**config.mk**
```make
export PLATFORM = sky130hd
export DESIGN_NAME = ssi_point
export DESIGN_NICKNAME = d
export VERILOG_FILES = /design/src/rtl/ssi_pkg.sv /design/src/rtl/ssi_point.sv
export SDC_FILE = /design/constraint.sdc
export NUM_CORES = 2
export LEC_CHECK = 0
export ABC_AREA = 0
export BUFFER_PORTS_ARGS = -buffer_cell sky130_fd_sc_hd__buf_4
export CORE_UTILIZATION = 70
export DETAILED_ROUTE_END_ITERATION = 12
export GPL_TIMING_DRIVEN = 0
export MAX_ROUTING_LAYER = met4
export PLACE_DENSITY = 0.95
export SETUP_SLACK_MARGIN = 0.4
export SLEW_MARGIN = 20
export SYNTH_ARGS = -nofsm -noshare
export SYNTH_HDL_FRONTEND = slang
export SYNTH_SLANG_ARGS = --single-unit
```
**constraint.sdc**
```tcl
create_clock -name clk_i -period 5.85 [get_ports clk_i]
set_clock_uncertainty 0.05 [all_clocks]
set_input_delay 1.17 -clock clk_i [delete_from_list [all_inputs] [get_ports clk_i]]
set_output_delay 1.17 -clock clk_i [all_outputs]
set_load 0.01 [all_outputs]
```
**src/rtl/ssi_pkg.sv**
```systemverilog
`default_nettype none
// ----------------------------------------------------------------------------
// ssi_pkg: shared types and widths for the segment/sphere intersection pipe
// Beat structs for both channels, the internal stage bundles and the derived
// widths of the exact integer datapath.
// ----------------------------------------------------------------------------
package ssi_pkg;

  localparam int COORD_W = 32;               // Q16.16 coordinate
  localparam int T_W     = 16;               // fraction bits of t
  localparam int RAD_W   = COORD_W - 1;
  localparam int DIFF_W  = COORD_W + 1;      // A-C, B-A
  localparam int HALF_W  = DIFF_W;           // limb of a split magnitude
  localparam int MAG_W   = 2 * HALF_W;       // |b|, |c|, a
  localparam int QUAD_W  = MAG_W + 1;        // signed b, c
  localparam int SQ_W    = 2 * MAG_W;        // b^2, a*c, disc
  localparam int ROOT_W  = MAG_W + T_W;      // sqrt(disc * 2^(2T))
  localparam int RADX_W  = 2 * ROOT_W;       // radicand
  localparam int REM_W   = ROOT_W + 2;
  localparam int NUM_W   = ROOT_W + 2;       // -b*S - R
  localparam int PROD_W  = T_W + 1 + DIFF_W; // k * d

  typedef logic signed [COORD_W-1:0] coord_t;
  typedef logic signed [DIFF_W-1:0]  diff_t;
  typedef logic signed [MAG_W-1:0]   wide_t;
  typedef logic signed [QUAD_W-1:0]  qval_t;
  typedef logic signed [NUM_W-1:0]   nval_t;
  typedef logic signed [PROD_W-1:0]  pval_t;

  typedef struct packed {
    coord_t             start_x;
    coord_t             start_y;
    coord_t             start_z;
    coord_t             end_x;
    coord_t             end_y;
    coord_t             end_z;
    coord_t             center_x;
    coord_t             center_y;
    coord_t             center_z;
    logic [RAD_W-1:0]   radius;
  } in_beat_t;

  typedef struct packed {
    logic               hit;
    logic [T_W-1:0]     param_t;
    coord_t             point_x;
    coord_t             point_y;
    coord_t             point_z;
  } out_beat_t;

  // start point and direction, carried to the end for the contact point
  typedef struct packed {
    coord_t [2:0]       org;
    diff_t  [2:0]       dir;
  } geom_t;

  typedef struct packed {
    geom_t              geom;
    logic               miss;
    qval_t              b;
    logic [MAG_W-1:0]   a;
  } side_t;

  typedef struct packed {
    side_t              side;
    logic [SQ_W-1:0]    disc;
  } coef_t;

  typedef struct packed {
    side_t              side;
    logic [ROOT_W-1:0]  root;
    logic               rem_nz;
  } root_beat_t;

  typedef struct packed {
    geom_t              geom;
    logic               miss;
    logic [T_W-1:0]     k;
  } tval_t;

endpackage
`default_nettype wire

```
**src/rtl/ssi_point.sv**
```systemverilog
`default_nettype none
// ----------------------------------------------------------------------------
// ssi_point: contact point A + floor(k*d / 2^T) and result beat
// One multiply stage, one add stage; the second is the output register.
// ----------------------------------------------------------------------------
module ssi_point
  import ssi_pkg::*;
(
  input  logic      clk_i,
  input  logic      rst_ni,
  input  logic      en_i,
  input  logic      valid_i,
  input  tval_t     tval_i,
  output logic      valid_o,
  output out_beat_t beat_o
);

  logic         v1_q, v2_q;
  coord_t       org1_q [3];
  pval_t        prod1_q [3];
  pval_t        prod1_d [3];
  logic         miss1_q;
  logic [T_W-1:0] k1_q;
  coord_t       pt [3];
  out_beat_t    beat_d, beat_q;

  always_comb begin
    for (int i = 0; i < 3; i++) begin
      prod1_d[i] = pval_t'($signed({1'b0, tval_i.k})) * pval_t'(tval_i.geom.dir[i]);
    end
  end

  always_comb begin
    for (int i = 0; i < 3; i++) begin
      pt[i] = org1_q[i] + coord_t'(prod1_q[i] >>> T_W);
    end
    // a miss reports all zeros
    beat_d.hit     = !miss1_q;
    beat_d.param_t = miss1_q ? '0 : k1_q;
    beat_d.point_x = miss1_q ? '0 : pt[0];
    beat_d.point_y = miss1_q ? '0 : pt[1];
    beat_d.point_z = miss1_q ? '0 : pt[2];
  end

  always_ff @(posedge clk_i or negedge rst_ni) begin
    if (!rst_ni) begin
      v1_q <= 1'b0;
      v2_q <= 1'b0;
    end else if (en_i) begin
      v1_q <= valid_i;
      v2_q <= v1_q;
    end
  end

  always_ff @(posedge clk_i) begin
    if (en_i) begin
      for (int i = 0; i < 3; i++) begin
        org1_q[i] <= tval_i.geom.org[i];
      end
      prod1_q <= prod1_d;
      miss1_q <= tval_i.miss;
      k1_q    <= tval_i.k;
      beat_q  <= beat_d;
    end
  end

  assign valid_o = v2_q;
  assign beat_o  = beat_q;

endmodule
`default_nettype wire
```
==> results.md <==
Outcome:
- The flow ran to the end, but the final reports show violations.
- The final reports fail on negative setup slack.

Logic synthesis:
- Of all flip-flops after synthesis, the portion carrying an async set or reset was less than 1%.
- The number of warning messages in the yosys log is 0.
- For this run, the register share of the synthesized area comes to between 10% and 20%.
- The unique cell type count in the Yosys netlist is 66.
- The commonest register cell after synthesis is edfxtp_1.
- After synthesis, the mean cell area works out to about 9.7 sq um.
- The synthesized design contains around 320 register bits.
- The net count of the mapped netlist is about 9k.
- The post-synthesis instance area is between 0.06 and 0.07 sq mm.
- The number of synthesized flops with an enable pin is 322.
- The number of cells produced by synthesis is a little under 7k.

Floorplanning:
- The floorplan has 112 rows.
- The starting utilization of the core area is 71.1%.
- The I/O pin count is 330.
- In this run the vertical extent of the chip is between 300 and 400 microns.
- The full die area is 0.0964 sq mm.
- The core region is approximately 0.094 sq mm.
- The floorplan die width is roughly 310 microns.

Routing:
- The DRC violation count after routing is 0.
- After detailed routing, the total wire length is ~240000 microns.
- Summing over every cut layer, the via total after detailed routing is around 55k.
- The count of routing violations after the opening detailed-route iteration is roughly 7.1k.
- The number of search-and-repair iterations in the first detailed-routing pass is 10.
- The detail-routed net length per standard cell is ~27 microns.
- The count of nets left with antenna violations once routing finished came out at 0.
- After detailed routing, the number of vias per cell comes to ~6.2.

Timing:
- The worst slew margin relative to its limit is between 10% and 20%.
- The max-slew violation total from the final report is 0.
- The final period utilization is 132%.
- The final period demand of the worst path is 7.72 ns.
- Setup repair after global routing could not meet its margin everywhere.
- Across all setup checks in the final design, the least slack found is -1.87 ns.
- The peak clock frequency supported by timing is about 0.13 GHz.
- The final count of hold timing violations was 0.
- At the pin with the least slew margin, the transition time is between 1 and 1.5 ns.
- The setup TNS is -102.37 ns.
- The final-report setup violation count is 96.

Clock network:
- The number of hold buffers added after CTS was 0.
- The master cell of the clock root buffer is clkbuf_16.
- The H-tree generated during clock tree synthesis spans 2 levels.
- The number of buffers created by CTS is 37.
- TritonCTS built the clock tree.
- After clock tree synthesis, the clock-pin slew on the worst setup and hold paths is approximately 0.06 ns.
- The clock sink count is 324.
- In this run the deepest clock path goes through 3 buffers.
- The clock network latency to the later pin of the worst-skew pair is around 0.66 ns.

GRT:
- The number of global-route vias before repair is between 50k and 60k.
- The first global-routing pass estimated between 300000 and 400000 microns of wire.
- The global route total overflow is 0.
- The total global routing track utilization is between 50 and 60%.
- Entering global routing, the biggest net connects 109 pins.
- The initial antenna violation count was 33.

Finish:
- The layout cell share with drive strength beyond 1 is between 10% and 20%.
- After the last flow step, the layout net total stands at approximately 9.5k.
- Once layout is complete, the utilization of the core stands at between 80% and 90%.
- The non-filler instance count after layout is 8768.
- Relative to the synthesized area, the layout overhead comes to 16.1%.

Placed design:
- Timing analysis after detailed placement gives a worst setup slack of -3.32 ns.
- The count of buffers from port buffering is 329.
- At the end of routability-driven placement, the weighted congestion stood at a little over 1.
- The HPWL after detailed placement is roughly 170000 microns.
- Including well taps, the total number of placed cells is around 8.5k.

Job:
- The max-capacitance violation count is 0.

Worst setup path:
- The endpoint arrival time on the critical path is roughly 8.1 ns.
- By startpoint and endpoint, the worst setup path is classified as input pin to flip-flop.
- The delay of the slowest cell on the worst path is between 0.5 and 0.6 ns.
- The worst register-to-register path begins at prod1_q[16].
- The cell that appears most often on the critical path is fa_1.
- The largest fanout on the critical path is 10.
- The startpoint kind of the worst setup timing path is an input pin.
- For the worst setup path, the data required time is between 6 and 7 ns.
- The cell count of the worst reg-to-reg path is 14.
- The type of element capturing the critical path is a flip-flop.
- The worst register-to-register path has a setup slack of slightly above 0.8 ns.
- In this run the critical register-to-register path is captured at beat_o[30].
- The library cell contributing the largest single delay on the critical path is fa_2.

Min path:
- The worst hold path class is input pin to asynchronous set/reset pin.
## worst max-delay path, delay by kind of cell
family | cells | cell delay (ns)
xor gates and xnor gates | 1 | 0.36
adders and majority gates | 7 | 3.24
and+or+nand+nor | 3 | 0.42
buffers and inverters | 10 | 1.31
AOI/OAI and AO/OA | 8 | 1.54
## cells by family after synthesis
| family | synth area share [%] |
|---|---|
| simple gates | 14.5 |
| mux | 0.0338 |
| buf+inv | 11.4 |
| fa+ha+maj | 52.2 |
| flops | 14.6 |
| xor+xnor | 2.71 |
| compound gates | 4.46 |
## per-stage QoR
stage                     hold slack (ns)  cell area, sq um
after floorplan                     0.425             67500
after global placement              0.434             71600
after detailed placement            0.444             71700
after CTS                           0.275             75600
after global routing                0.267             77300
final                               0.268             77300
## cell type report
type | instances | area [sq um]
multi-input cells | 4546 | 51000
fillers | 5070 | 16400
flip-flops and latches | 324 | 9720
inverters | 1748 | 6560
repair buffers | 492 | 4250
plain buffers | 282 | 2850
well taps | 1254 | 1570
clock buffers | 43 | 948
clock inverters | 23 | 250
diodes | 56 | 140
## synthesized netlist by cell type, types with 32 or more instances
cell type     n  area share, %
inv_1      1748            9.9
fa_1       1470             44
nand2_1     938            5.3
and2_1      704            6.6
ha_1        429            8.1
edfxtp_1    322             15
clkbuf_1    283            1.6
nor2_1      166           0.94
xnor2_1     139            1.8
a21oi_1     125           0.94
a21o_1       79           0.89
o21ai_0      74           0.56
xor2_1       67           0.88
nor2b_1      44           0.41
o21a_1       32           0.36
## timing repair
action | 4_1_cts | 5_1_grt
cloned | 6 | 3
buffers inserted | 79 | 69
gates resized for setup | 462 | 271
endpoints found under the setup margin | 96 | 96
pin swaps | 80 | 138
## sequential cells by signal, indices dropped and copies added (netlist names)
signal	flops
org1_q	96
beat_o	113
v1_q	1
miss1_q	1
prod1_q	96
valid_o	1
k1_q	16
## layout by cell type, fill, tap and decap left out, types with 24 or more instances in the layout
cell type     n
nand2_1     922
buf_4       426
a21o_1       78
xnor2_1     126
clkbuf_4     28
inv_1      1722
o21ai_0      55
fa_1       1430
o21bai_1     24
xor2_1       60
edfxtp_1    322
clkbuf_16    80
a21oi_1      91
fa_2         40
ha_4         35
inv_2        26
nor2b_1      41
ha_1        386
nor2_1      144
nand2b_1     25
and2_1      682
buf_6        49
clkbuf_1     43
diode_2      56
clkbuf_2     99
o21a_1       31
clkbuf_8     42
## how the worst max path moves through the flow
| stage | start | end | depth (start not counted) |
|---|---|---|---|
| after floorplan | tval_i[2] | prod1_q[47] | 24 |
| after global placement | tval_i[3] | prod1_q[34] | 25 |
| after detailed placement | tval_i[14] | prod1_q[97] | 24 |
| after CTS | tval_i[2] | prod1_q[30] | 26 |
| after global routing | tval_i[91] | prod1_q[34] | 28 |
| final | tval_i[14] | prod1_q[34] | 29 |
## layer usage
layer | vias up | GRT usage, % | share of wire (%)
met4 | 0 | 38.3 | 11
met3 | 1697 | 16.5 | 15
met1 | 26900 | 57.6 | 31
met5 | - | - | 0
li1 | 21400 | - | -
met2 | 4748 | 72.8 | 43
Power is not shown: default switching activity piles up to over one toggle a cycle in this logic, so the estimate is an artifact.
